`src/design/zcd_pkg.sv`:
```
// zcd_pkg: shared constants, register indexes and the seven-segment font
// for the zoned clock display block; no dependencies
package zcd_pkg;

  // timing constants
  localparam int TICKS_PER_SECOND = 1000;
  localparam int SCAN_PERIOD      = 20;
  localparam int DIGIT_CYCLE      = 10;
  localparam int ZONES            = 4;

  // field widths
  localparam int MILLIS_W = $clog2(TICKS_PER_SECOND);
  localparam int SCAN_W   = (SCAN_PERIOD > 1) ? $clog2(SCAN_PERIOD) : 1;
  localparam int PHASE_W  = $clog2(DIGIT_CYCLE);
  localparam int ZONE_W   = 2;
  localparam int OFF_W    = 5;
  localparam int HOUR_W   = 5;
  localparam int MIN_W    = 6;
  localparam int KEYS     = 12;
  localparam int KEY_W    = 4;

  // time limits
  localparam int SEC_PER_MIN  = 60;
  localparam int MIN_PER_HOUR = 60;
  localparam int HOUR_PER_DAY = 24;

  // key code for no single key pressed
  localparam logic [KEY_W-1:0] NO_KEY = KEY_W'(KEYS);

  // request kinds
  localparam logic REQ_TICK    = 1'b0;
  localparam logic REQ_SETTIME = 1'b1;

  // configuration register indexes
  localparam logic [ZONE_W-1:0] REG_ZONE0_OFFSET = 2'd0;
  localparam logic [ZONE_W-1:0] REG_ZONE1_OFFSET = 2'd1;
  localparam logic [ZONE_W-1:0] REG_ZONE2_OFFSET = 2'd2;
  localparam logic [ZONE_W-1:0] REG_ZONE3_OFFSET = 2'd3;

  // digit phases inside the multiplex cycle
  localparam logic [PHASE_W-1:0] PH_ZONE      = PHASE_W'(0);
  localparam logic [PHASE_W-1:0] PH_HOUR_TENS = PHASE_W'(2);
  localparam logic [PHASE_W-1:0] PH_HOUR_ONES = PHASE_W'(4);
  localparam logic [PHASE_W-1:0] PH_MIN_TENS  = PHASE_W'(6);
  localparam logic [PHASE_W-1:0] PH_MIN_ONES  = PHASE_W'(8);

  // active-low digit selects
  localparam logic [4:0] DIG_NONE      = 5'b11111;
  localparam logic [4:0] DIG_ZONE      = 5'b01111;
  localparam logic [4:0] DIG_HOUR_TENS = 5'b10111;
  localparam logic [4:0] DIG_HOUR_ONES = 5'b11011;
  localparam logic [4:0] DIG_MIN_TENS  = 5'b11101;
  localparam logic [4:0] DIG_MIN_ONES  = 5'b11110;

  localparam logic [7:0] DP_BIT = 8'h80;

  function automatic logic [7:0] seg_font(input logic [3:0] digit);
    logic [7:0] pat;
    case (digit)
      4'd0:    pat = 8'h3F;
      4'd1:    pat = 8'h06;
      4'd2:    pat = 8'h5B;
      4'd3:    pat = 8'h4F;
      4'd4:    pat = 8'h66;
      4'd5:    pat = 8'h6D;
      4'd6:    pat = 8'h7D;
      4'd7:    pat = 8'h07;
      4'd8:    pat = 8'h7F;
      4'd9:    pat = 8'h6F;
      default: pat = 8'h00;
    endcase
    return pat;
  endfunction

endpackage

```
`src/design/zoned_clock_display_keypad_tick.sv`:
```
// zoned_clock_display_keypad_tick: millisecond clock with time zones,
// keypad latch and five-digit multiplexed display; uses zcd_pkg
// result: registered, a beat's result shows in the cycle after it is accepted
// throughput: one beat per cycle while the result is drained, set by the single time/display register stage
// the result register is the clock state itself; a stalled result stops input
// reset (async, active low): time 00:00:00 stopped, no key (code 12), all digits
// off, zone offsets zero
module zoned_clock_display_keypad_tick
  import zcd_pkg::*;
(
  input  logic                clk_i,
  input  logic                rst_ni,
  // configuration write port
  input  logic                cfg_we_i,
  input  logic [ZONE_W-1:0]   cfg_idx_i,
  input  logic [OFF_W-1:0]    cfg_wdata_i,
  // request channel
  input  logic                in_valid_i,
  output logic                in_ready_o,
  input  logic                req_type_i,
  input  logic [HOUR_W-1:0]   new_hour_i,
  input  logic [MIN_W-1:0]    new_minute_i,
  input  logic [KEYS-1:0]     key_sample_i,
  input  logic [ZONE_W-1:0]   zone_select_i,
  // result channel
  output logic                out_valid_o,
  input  logic                out_ready_i,
  output logic [4:0]          digit_select_n_o,
  output logic [7:0]          segments_o,
  output logic [KEY_W-1:0]    key_code_o,
  output logic                key_valid_o
);

  // clock state
  logic [MILLIS_W-1:0] millis_q, millis_d;
  logic [SCAN_W-1:0]   scan_q, scan_d;     // millis modulo scan period
  logic [PHASE_W-1:0]  phase_q, phase_d;   // millis modulo digit cycle
  logic [MIN_W-1:0]    seconds_q, seconds_d;
  logic [MIN_W-1:0]    minutes_q, minutes_d;
  logic [HOUR_W-1:0]   hours_q, hours_d;
  logic                running_q, running_d;

  // keypad and display registers
  logic [KEY_W-1:0]    key_q, key_d;
  logic                key_vld_q, key_vld_d;
  logic [4:0]          digit_q, digit_d;
  logic [7:0]          seg_q, seg_d;

  logic                out_valid_q;
  logic [OFF_W-1:0]    zone_off_q [ZONES];

  logic                in_acc;
  logic                ms_wrap;

  // display helpers
  logic [ZONE_W-1:0]   zone_sel;
  logic [OFF_W:0]      hz_sum;
  logic [HOUR_W-1:0]   hz;
  logic [3:0]          hz_tens, hz_ones;
  logic [3:0]          mn_tens, mn_ones;
  logic [3:0]          zone_digit;

  // keypad decode
  logic                one_key;
  logic [KEY_W-1:0]    key_idx;

  // the result register frees up when empty or being drained
  assign in_ready_o = !out_valid_q || out_ready_i;
  assign in_acc     = in_valid_i && in_ready_o;

  assign out_valid_o      = out_valid_q;
  assign digit_select_n_o = digit_q;
  assign segments_o       = seg_q;
  assign key_code_o       = key_q;
  assign key_valid_o      = key_vld_q;

  // single-key detect: nonzero with no second bit set
  always_comb begin
    key_idx = NO_KEY;
    for (int b = 0; b < KEYS; b++) begin
      if (key_sample_i[b]) begin
        key_idx = KEY_W'(b);
      end
    end
    one_key = (key_sample_i != '0) &&
              ((key_sample_i & (key_sample_i - KEYS'(1))) == '0);
  end

  // time and counters
  always_comb begin
    millis_d  = millis_q;
    scan_d    = scan_q;
    phase_d   = phase_q;
    seconds_d = seconds_q;
    minutes_d = minutes_q;
    hours_d   = hours_q;
    running_d = running_q;
    ms_wrap   = (millis_q == MILLIS_W'(TICKS_PER_SECOND - 1));

    if (in_acc) begin
      if (req_type_i == REQ_SETTIME) begin
        // load time, saturating out-of-range values, and start counting
        hours_d   = (new_hour_i > HOUR_W'(HOUR_PER_DAY - 1)) ?
                    HOUR_W'(HOUR_PER_DAY - 1) : new_hour_i;
        minutes_d = (new_minute_i > MIN_W'(MIN_PER_HOUR - 1)) ?
                    MIN_W'(MIN_PER_HOUR - 1) : new_minute_i;
        millis_d  = '0;
        scan_d    = '0;
        phase_d   = '0;
        running_d = 1'b1;
      end else begin
        // millis counts even when the clock is stopped
        millis_d = ms_wrap ? '0 : millis_q + MILLIS_W'(1);
        scan_d   = (ms_wrap || scan_q == SCAN_W'(SCAN_PERIOD - 1)) ?
                   '0 : scan_q + SCAN_W'(1);
        phase_d  = (ms_wrap || phase_q == PHASE_W'(DIGIT_CYCLE - 1)) ?
                   '0 : phase_q + PHASE_W'(1);
        if (ms_wrap && running_q) begin
          if (seconds_q == MIN_W'(SEC_PER_MIN - 1)) begin
            seconds_d = '0;
            if (minutes_q == MIN_W'(MIN_PER_HOUR - 1)) begin
              minutes_d = '0;
              hours_d   = (hours_q == HOUR_W'(HOUR_PER_DAY - 1)) ?
                          '0 : hours_q + HOUR_W'(1);
            end else begin
              minutes_d = minutes_q + MIN_W'(1);
            end
          end else begin
            seconds_d = seconds_q + MIN_W'(1);
          end
        end
      end
    end
  end

  // digit values from the updated time
  always_comb begin
    // zones past the last one show and use the last one
    zone_sel = (zone_select_i > ZONE_W'(ZONES - 1)) ? ZONE_W'(ZONES - 1) : zone_select_i;

    // hours + offset is at most 54, so two conditional subtracts reduce it
    hz_sum = {1'b0, hours_d} + {1'b0, zone_off_q[zone_sel]};
    if (hz_sum >= (OFF_W+1)'(2 * HOUR_PER_DAY)) begin
      hz = HOUR_W'(hz_sum - (OFF_W+1)'(2 * HOUR_PER_DAY));
    end else if (hz_sum >= (OFF_W+1)'(HOUR_PER_DAY)) begin
      hz = HOUR_W'(hz_sum - (OFF_W+1)'(HOUR_PER_DAY));
    end else begin
      hz = HOUR_W'(hz_sum);
    end

    if (hz >= HOUR_W'(20)) begin
      hz_tens = 4'd2;
      hz_ones = 4'(hz - HOUR_W'(20));
    end else if (hz >= HOUR_W'(10)) begin
      hz_tens = 4'd1;
      hz_ones = 4'(hz - HOUR_W'(10));
    end else begin
      hz_tens = 4'd0;
      hz_ones = 4'(hz);
    end

    // minutes stay below 60: five compares give the tens digit
    mn_tens = 4'd0;
    for (int t = 1; t < 6; t++) begin
      if (minutes_d >= MIN_W'(10 * t)) begin
        mn_tens = 4'(t);
      end
    end
    mn_ones = 4'(minutes_d - MIN_W'(10 * mn_tens));

    zone_digit = 4'(zone_sel) + 4'(running_q);
  end

  // keypad latch and display drive, tick beats only
  always_comb begin
    key_d     = key_q;
    key_vld_d = key_vld_q;
    digit_d   = digit_q;
    seg_d     = seg_q;
    if (in_acc && req_type_i == REQ_TICK) begin
      if (scan_d == '0) begin
        key_d     = one_key ? key_idx : NO_KEY;
        key_vld_d = one_key;
      end
      // odd phases hold the display
      case (phase_d)
        PH_ZONE: begin
          digit_d = DIG_ZONE;
          seg_d   = seg_font(zone_digit);
        end
        PH_HOUR_TENS: begin
          digit_d = DIG_HOUR_TENS;
          seg_d   = seg_font(hz_tens);
        end
        PH_HOUR_ONES: begin
          digit_d = DIG_HOUR_ONES;
          seg_d   = seg_font(hz_ones) | DP_BIT;
        end
        PH_MIN_TENS: begin
          digit_d = DIG_MIN_TENS;
          seg_d   = seg_font(mn_tens);
        end
        PH_MIN_ONES: begin
          digit_d = DIG_MIN_ONES;
          seg_d   = seg_font(mn_ones);
        end
        default: begin
          digit_d = digit_q;
          seg_d   = seg_q;
        end
      endcase
    end
  end

  always_ff @(posedge clk_i or negedge rst_ni) begin
    if (!rst_ni) begin
      millis_q    <= '0;
      scan_q      <= '0;
      phase_q     <= '0;
      seconds_q   <= '0;
      minutes_q   <= '0;
      hours_q     <= '0;
      running_q   <= 1'b0;
      key_q       <= NO_KEY;
      key_vld_q   <= 1'b0;
      digit_q     <= DIG_NONE;
      seg_q       <= '0;
      out_valid_q <= 1'b0;
    end else begin
      millis_q    <= millis_d;
      scan_q      <= scan_d;
      phase_q     <= phase_d;
      seconds_q   <= seconds_d;
      minutes_q   <= minutes_d;
      hours_q     <= hours_d;
      running_q   <= running_d;
      key_q       <= key_d;
      key_vld_q   <= key_vld_d;
      digit_q     <= digit_d;
      seg_q       <= seg_d;
      if (in_acc) begin
        out_valid_q <= 1'b1;
      end else if (out_ready_i) begin
        out_valid_q <= 1'b0;
      end
    end
  end

  // zone offset registers
  always_ff @(posedge clk_i or negedge rst_ni) begin
    if (!rst_ni) begin
      for (int z = 0; z < ZONES; z++) begin
        zone_off_q[z] <= '0;
      end
    end else if (cfg_we_i) begin
      unique case (cfg_idx_i)
        REG_ZONE0_OFFSET: zone_off_q[0] <= cfg_wdata_i;
        REG_ZONE1_OFFSET: zone_off_q[1] <= cfg_wdata_i;
        REG_ZONE2_OFFSET: zone_off_q[2] <= cfg_wdata_i;
        REG_ZONE3_OFFSET: zone_off_q[3] <= cfg_wdata_i;
        default: ;
      endcase
    end
  end

`ifndef SYNTHESIS
  // time of day and counters stay in range
  a_time_range: assert property (@(posedge clk_i) disable iff (!rst_ni)
    hours_q < HOUR_W'(HOUR_PER_DAY) && minutes_q < MIN_W'(MIN_PER_HOUR) &&
    seconds_q < MIN_W'(SEC_PER_MIN) && millis_q < MILLIS_W'(TICKS_PER_SECOND))
    else $error("clock state out of range");

  // scan and digit phase counters stay aligned
  a_phase_align: assert property (@(posedge clk_i) disable iff (!rst_ni)
    (SCAN_W+1)'(scan_q) == (SCAN_W+1)'(phase_q) ||
    (SCAN_W+1)'(scan_q) == (SCAN_W+1)'(phase_q) + (SCAN_W+1)'(DIGIT_CYCLE))
    else $error("scan and digit phase disagree");

  // key flag and code agree
  a_key_code: assert property (@(posedge clk_i) disable iff (!rst_ni)
    key_vld_q ? (key_q < NO_KEY) : (key_q == NO_KEY))
    else $error("key code and valid flag disagree");

  // at most one digit driven
  a_one_digit: assert property (@(posedge clk_i) disable iff (!rst_ni)
    $onehot0(~digit_q))
    else $error("more than one digit selected");

  // a set-time beat restarts the millisecond count and runs the clock
  a_settime: assert property (@(posedge clk_i) disable iff (!rst_ni)
    in_acc && req_type_i == REQ_SETTIME |=> millis_q == '0 && running_q)
    else $error("set time did not restart the clock");
`endif

endmodule

```
`config.mk`:
```
export PLATFORM = sky130hd
export DESIGN_NAME = zoned_clock_display_keypad_tick
export DESIGN_NICKNAME = d
export VERILOG_FILES = /design/src/design/zcd_pkg.sv /design/src/design/zoned_clock_display_keypad_tick.sv
export SDC_FILE = /design/constraint.sdc
export NUM_CORES = 1
export LEC_CHECK = 0
export ABC_CLOCK_PERIOD_IN_PS = 8160
export BUFFER_PORTS_ARGS = -buffer_cell sky130_fd_sc_hd__buf_2
export CAP_MARGIN = 20
export CORE_UTILIZATION = 35
export DETAILED_ROUTE_END_ITERATION = 8
export PLACE_DENSITY_LB_ADDON = 0.25
export SLEW_MARGIN = 25
export SYNTH_ARGS = -nofsm -noshare
export SYNTH_HDL_FRONTEND = slang
export SYNTH_SLANG_ARGS = --single-unit
```
`constraint.sdc`:
```
create_clock -name clk_i -period 8.16 [get_ports clk_i]
set_clock_uncertainty 0.15 [all_clocks]
set_input_delay 1.224 -clock clk_i [delete_from_list [all_inputs] [get_ports clk_i]]
set_output_delay 1.224 -clock clk_i [all_outputs]
set_load 0.02 [all_outputs]
```
[Word-level counts from Yosys, hierarchy flattened]
Memories as Yosys holds them, arrays and structs flattened.
Index checks and enable logic that the tools add are counted.
Cells by class
  add/sub/neg operators: 14
  $mul: 1
  order comparisons: 13
  equality and inequality tests: 13
  multiplexer cells: 54
  bitwise operators: 3
  reduce and logical (&&, ||, !) cells: 23
Operator list (count)
  $mux W4: 22
  $mux W5: 14
  $mux W6: 7
  $pmux W8 S5: 1
  $pmux W5 S5: 1
  $mux W10: 2
  $ge A6 B5 Y1 const B: 3
  $ge A6 B6 Y1 const B: 3
  $reduce_and A2 Y1: 7
  $add A6 B1 Y6 const B: 2
  $and A12 B12 Y12: 1
  $eq A6 B6 Y1 const B: 2
  $logic_not A12 Y1: 1
  $reduce_bool A12 Y1: 1
  $sub A12 B1 Y12 const B: 1
  $add A10 B1 Y10 const B: 1
  $add A5 B1 Y5 const B: 2
  $bmux W5 S2: 1
  $eq A10 B10 Y1 const B: 1
  $eq A5 B5 Y1 const B: 2
  $sub A5 B5 Y5 const B: 2
  $eq A4 B3 Y1 const B: 2
  $eq A4 B4 Y1 const B: 2
  $add A5 B5 Y6: 1
  other kinds (29): 39
Word-level totals
  flip-flop bits (word level): 76
  ROM bits: 560
  output and inout port bits: 20
  memories: 5
Memories
  (no name shown): words 16, bits a word 7, read ports 1, clocked after Yosys merged registers in 0, wr ports 0, RTL line zcd_pkg.sv:59  | case (digit)
  (no name shown): words 16, bits a word 7, read ports 1, clocked after Yosys merged registers in 0, wr ports 0, RTL line zcd_pkg.sv:59
  (no name shown): words 16, bits a word 7, read ports 1, clocked after Yosys merged registers in 0, wr ports 0, RTL line zcd_pkg.sv:59
  (no name shown): words 16, bits a word 7, read ports 1, clocked after Yosys merged registers in 0, wr ports 0, RTL line zcd_pkg.sv:59
  (no name shown): words 16, bits a word 7, read ports 1, clocked after Yosys merged registers in 0, wr ports 0, RTL line zcd_pkg.sv:59

[Logic depth before layout (Yosys ltp)]
An unclocked memory read counts as a cell.
  word-level depth: 16
  depth in mapped cells: 36

[Worst setup path after synthesis]
No wires, ideal clock.
  path kind: in2reg
  start point: in out_ready_i
  end point: reg seg_q[6] (netlist: segments_o[6])
  setup time: 0.129 ns
  arrival: 7.120 ns
  required time: 7.881 ns
  setup slack: 0.761 ns
  stages on the path: 32
  path buffers: 2
  path through: nor2b_1 > inv_1 > clkbuf_1 > nand2_1 > clkbuf_1 > nand2_1 > o221ai_1 > ha_1 > inv_1 > fa_1 > nor2b_1 > o22a_1 > xnor2_1 > inv_1 > ha_1 > and3b_1 > or4_1 > a41o_1 > nand2_1 > inv_1 > ha_1 > a31o_2 > a211oi_1 > nand3_1 > and2_1 > xnor2_1 > ha_1 > inv_1 > o31ai_1 > mux2i_1 > a221oi_1 > a21oi_1
Between the ends
  elaborated cells on any way between the ends: 45
  those cells by class: add/sub (6); mul (1); order compare (9); eq/ne (4); mux (15); reduce/logical (6); memory (4)
RTL lines
  from (decl): RTL line zoned_clock_display_keypad_tick.sv:27  | input logic out_ready_i,
  $logic_or A1 B1 Y1 (*): RTL line zoned_clock_display_keypad_tick.sv:68  | assign in_ready_o = !out_valid_q || out_ready_i;
  net in_ready_o: RTL line zoned_clock_display_keypad_tick.sv:19  | output logic in_ready_o,
  $logic_and A1 B1 Y1 (*): RTL line zoned_clock_display_keypad_tick.sv:69  | assign in_acc = in_valid_i && in_ready_o;
  $mux W5 (*): RTL line zoned_clock_display_keypad_tick.sv:100  | if (in_acc) begin
  net hours_d[0]: RTL line zoned_clock_display_keypad_tick.sv:40  | logic [HOUR_W-1:0] hours_q, hours_d;
  $add A5 B5 Y6 (*): RTL line zoned_clock_display_keypad_tick.sv:142  | hz_sum = {1'b0, hours_d} + {1'b0, zone_off_q[zone_sel]};
  $sub A5 B5 Y5 or $ge A6 B5 Y1 (tied branches): RTL line zoned_clock_display_keypad_tick.sv:146, zoned_clock_display_keypad_tick.sv:145
  $mux W5: RTL line zoned_clock_display_keypad_tick.sv:145  | end else if (hz_sum >= (OFF_W+1)'(HOUR_PER_DAY)) begin
  $mux W5 (*): RTL line zoned_clock_display_keypad_tick.sv:143  | if (hz_sum >= (OFF_W+1)'(2 * HOUR_PER_DAY)) begin
  $sub A4 B4 Y4 or $ge A5 B4 Y1 (tied branches): RTL line zoned_clock_display_keypad_tick.sv:156, zoned_clock_display_keypad_tick.sv:154
  $mux W4 or $mux W1 (tied branches): RTL line zoned_clock_display_keypad_tick.sv:154  | end else if (hz >= HOUR_W'(10)) begin
  $mux W4 or $mux W2 (tied branches): RTL line zoned_clock_display_keypad_tick.sv:151  | if (hz >= HOUR_W'(20)) begin
  $mem_v2 Z16 W7
  $pmux W8 S5 (*): RTL line zoned_clock_display_keypad_tick.sv:186  | case (phase_d)
  to (signal assigned): RTL line zoned_clock_display_keypad_tick.sv:240  | seg_q <= seg_d;
  to (decl): RTL line zoned_clock_display_keypad_tick.sv:47  | logic [7:0] seg_q, seg_d;
The timed path passes the listed nets; every way through them passes the cells marked *.
A chain may end at the register's enable or synchronous reset.

[Final worst setup path]
  start point: reg millis_q[0]
  end point: reg seg_q[6] (netlist: segments_o[6])
Between the ends
  elaborated cells on any way between the ends: 51
  those cells by class: add/sub (6); mul (1); order compare (9); eq/ne (5); mux (21); reduce/logical (5); memory (4)
RTL lines
  from (decl): RTL line zoned_clock_display_keypad_tick.sv:35  | logic [MILLIS_W-1:0] millis_q, millis_d;
  from (signal assigned): RTL line zoned_clock_display_keypad_tick.sv:230  | millis_q <= millis_d;
  $eq A10 B10 Y1 (*): RTL line zoned_clock_display_keypad_tick.sv:98  | ms_wrap = (millis_q == MILLIS_W'(TICKS_PER_SECOND - 1));
  $logic_and A1 B1 Y1 (*): RTL line zoned_clock_display_keypad_tick.sv:118  | if (ms_wrap && running_q) begin
  $mux W5 (*): RTL line zoned_clock_display_keypad_tick.sv:118
  $mux W5 (*): RTL line zoned_clock_display_keypad_tick.sv:101  | if (req_type_i == REQ_SETTIME) begin
  $mux W5 (*): RTL line zoned_clock_display_keypad_tick.sv:100
  net hours_d[0]: RTL line zoned_clock_display_keypad_tick.sv:40
  $add A5 B5 Y6 (*): RTL line zoned_clock_display_keypad_tick.sv:142
  $sub A5 B5 Y5 or $ge A6 B5 Y1 (tied branches): RTL line zoned_clock_display_keypad_tick.sv:146, zoned_clock_display_keypad_tick.sv:145
  $mux W5: RTL line zoned_clock_display_keypad_tick.sv:145
  $mux W5 (*): RTL line zoned_clock_display_keypad_tick.sv:143
  $sub A4 B4 Y4 or $ge A5 B4 Y1 (tied branches): RTL line zoned_clock_display_keypad_tick.sv:156, zoned_clock_display_keypad_tick.sv:154
  $mux W4 or $mux W1 (tied branches): RTL line zoned_clock_display_keypad_tick.sv:154
  $mux W4 or $mux W2 (tied branches): RTL line zoned_clock_display_keypad_tick.sv:151
  $mem_v2 Z16 W7
  $pmux W8 S5 (*): RTL line zoned_clock_display_keypad_tick.sv:186
Marked as above.

==> flow_summary_export.csv <==
group,metric,value,unit
synth,synth-edff-count,0,
layout,final_cells,923,
power_and_ir_drop,power_frac_comb,51.3,%
floorplanning,dieArea,16900,um^2
placed_design,placed_cells,907,
synth,ys_types,80,
drt,first_pass_iters,5,
clocking,cts_root_buf,"clkbuf_16",
sta,slew_viol_final,0,
global_routing,track_usage,19.5,%
drt,top_layer_used,"met4",
layout,syn2layout_area_growth,15.3,%
clocking,cts_tree,"yes",
layout,fin_nets,786,
drt,drt-met1-wl,6.83,mm
power_and_ir_drop,p_leak,2.87,nW
floorplanning,boundaryPins,58,
worst_setup_path,cp.required,8.24,ns
placed_design,pre_cts_ws,0.293,ns
run_status,status,"completed",
global_routing,grt_first_pass_wirelength,25.8,mm
drt,ant_nets,0,
clocking,numCtsBuffers,9,
drt,wl_met2,7.60,mm
floorplanning,fp.dieW,130,um
sta,hold_slack,0.329,ns
min_path,min_path_type,"reg -> reg",
drt,drt_wl_total,15.4,mm
power_and_ir_drop,clockPowerShare,22.1,%
power_and_ir_drop,switchingPower,0.000836,W
power_and_ir_drop,power_frac_seq,26.7,%
worst_setup_path,slowest_stage,"or4_4",
worst_setup_path,critPathMaxStageDelay,0.53,ns
drt,routedWlPerCell,16.7,um
power_and_ir_drop,swShare,43.0,%
floorplanning,std_cell_rows,46,
sta,tightest_slew,0.943,ns
global_routing,antenna_found_initial,0,
floorplanning,dieHeight,130,um
worst_setup_path,worstPathMaxFanout,12,
floorplanning,initial_core_util,36.0,%
global_routing,grt_pass1_vias,5184,
worst_setup_path,path_class,"reg -> reg",
layout,layout_commonest_cell,"dfrtp_1",
drt,vias,5241,
layout,fill_cells,1576,
synth,yosysWarnings,0,
worst_setup_path,reg2reg_slack,0.50,ns
synth,ys_seq_elements,76,
sta,setup_violations,0,
worst_setup_path,critPathArrivalTime,7.74,ns
sta,period_share,93.9,%
sta,fin_tns_setup,0,ns
synth,synthCells,645,
synth,synth_area,5750,um^2
power_and_ir_drop,p_int,0.00111,W
sta,slew_headroom,36.7,%
global_routing,grt_max_degree,77,
job,drv_cap,0,
drt,wl_met3,688,um
power_and_ir_drop,p_per_area,294,nW/um^2
synth,synth_ff_type,"dfrtp_1",
clocking,clk_latency,0.35,ns
drt,drt-initial-drc-count,362,
worst_setup_path,crit_path_start_kind,"flip-flop",
power_and_ir_drop,vdd.ir_drop.worst,0.000144,V
worst_setup_path,end_kind,"flip-flop",
sta,fmax,0.131,GHz
layout,most-common-layout-cells,"69 x dfrtp_1, 65 x nand2_1, 56 x buf_2",
placed_design,port_buffers,57,
sta,period_needed,7.66,ns
synth,synth_area_per_cell,8.91,um^2
clocking,clkTransAtPathRegs,0.07,ns
layout,antenna_cells,0,
synth,yosysSeqAreaShare,33.3,%
layout,drive_gt1_share,19.7,%
drt,viasPerCell,5.68,
placed_design,detailed_place_hpwl,11.6,mm
placed_design,gp_congestion,0.825,
clocking,clock_sinks,76,
sta,hold_violations,0,
clocking,htreeDepth,3,
sta,setup_slack,0.499,ns
worst_setup_path,critical_path_buf_inv_count,4,
drt,drc,0,
synth,synth_fp_nets,729,
global_routing,gr-total-overflow,0,
floorplanning,fp.coreArea,15900,um^2
synth,postSynth.asyncResetShare,100,%
clocking,postCtsSetupRepairBufs,0,
worst_setup_path,path_delay_family,"simple AND/OR/NAND/NOR gates",
clocking,max-clock-path-buffers,2,
-- final timing paths --
kind | startpoint | to | cells past startpoint
setup / recovery | millis_q[0] | segments_o[6] | 34
setup reg to reg | millis_q[0] | segments_o[6] | 34
min in group asynchronous | rst_ni | millis_q[7] | 1
hold / removal | key_code_o[1] | key_code_o[1] | 2
max in group asynchronous | rst_ni | segments_o[2] | 1
hold reg to reg | key_code_o[1] | key_code_o[1] | 2
-- repair_timing --
item / CTS / global route
hold buffers: 0 / 0
gates resized for setup: 0 / 7
endpoints found under the setup margin: 0 / 7
-- tightest hold or removal path, stage by stage, from the launching register on --
cell and delay [ns]:
dfrtp_1 0.34, nand2_1 0.04, o21ai_0 0.06
-- final cells by class --
| cell class | instances | area, um^2 | share of cell area [%] |
|---|---|---|---|
| clock buffers | 9 | 225 | 3.40 |
| clock inverters | 7 | 87.6 | 1.32 |
| inverters | 44 | 165 | 2.49 |
| multi-input cells | 506 | 3620 | 54.6 |
| flip-flops and latches | 76 | 1910 | 28.8 |
| well taps | 216 | 270 | 4.08 |
| repair buffers | 65 | 352 | 5.31 |
-- cells by family (layout without fill, tap and decap cells) --
group / Yosys count / in the layout / share of synthesized area (%)
flip-flops: 76 / 76 / 33.3
adder cells (fa/ha/maj): 47 / 47 / 10.5
buffers and inverters: 63 / 125 / 4.36
XOR/XNOR: 10 / 10 / 1.52
AO/OA/AOI/OAI: 204 / 204 / 24.2
multiplexers: 39 / 39 / 8.43
AND/OR/NAND/NOR: 206 / 206 / 17.8
-- state kept, by name, summed over array words and instances (netlist names), 4 cells and up --
register / count
scan_q: 5
phase_q: 4
segments_o: 8
digit_select_n_o: 5
key_code_o: 4
hours_q: 5
seconds_q: 6
millis_q: 10
minutes_q: 6
zone_off_q: 20
-- cell usage after synthesis, drive strengths merged, types with 8 or more instances --
master	count	area share, %
nand3	20	1.7
o21ai	54	4.7
o31ai	8	1.0
nor2	42	2.7
nand2	65	4.2
mux2i	9	1.6
a21oi	34	3.0
mux2	25	4.9
clkbuf	15	0.98
a211oi	8	1.0
inv	42	2.7
a31oi	15	1.6
nand4	8	0.87
o22ai	10	1.1
or3	8	0.96
dfrtp	69	30
nor2b	10	1.1
o211ai	9	1.3
ha	44	9.6
and3	9	1.0
nor3	10	0.87
-- power groups by stage --
stage                     combinational, W  sequential, W  clock, W
final                             0.000998       0.000519  0.000429
after detailed placement          0.000957       0.000525         0
after global placement            0.000937       0.000522         0
after global routing               0.00111       0.000531  0.000452
after floorplan                   0.000688       0.000557         0
after CTS                         0.000966       0.000519  0.000438
-- stage by stage --
step / util (%) / instance area [um^2] / total power, W
2_1_floorplan: - / 5750 / 0.00124
3_3_place_gp: 39.4 / 6280 / 0.00146
3_5_place_dp: 39.4 / 6280 / 0.00148
4_1_cts: 41.3 / 6590 / 0.00192
5_1_grt: 41.6 / 6630 / 0.00209
6_report: 41.6 / 6630 / 0.00195
-- metal layers --
metal	vias up	GRT usage, %
li1	2523	-
met1	2564	24.1
met2	131	33.9
met3	23	4.14
met4	0	6.29
met5	-	0
Power figures use the tool's default switching activity.
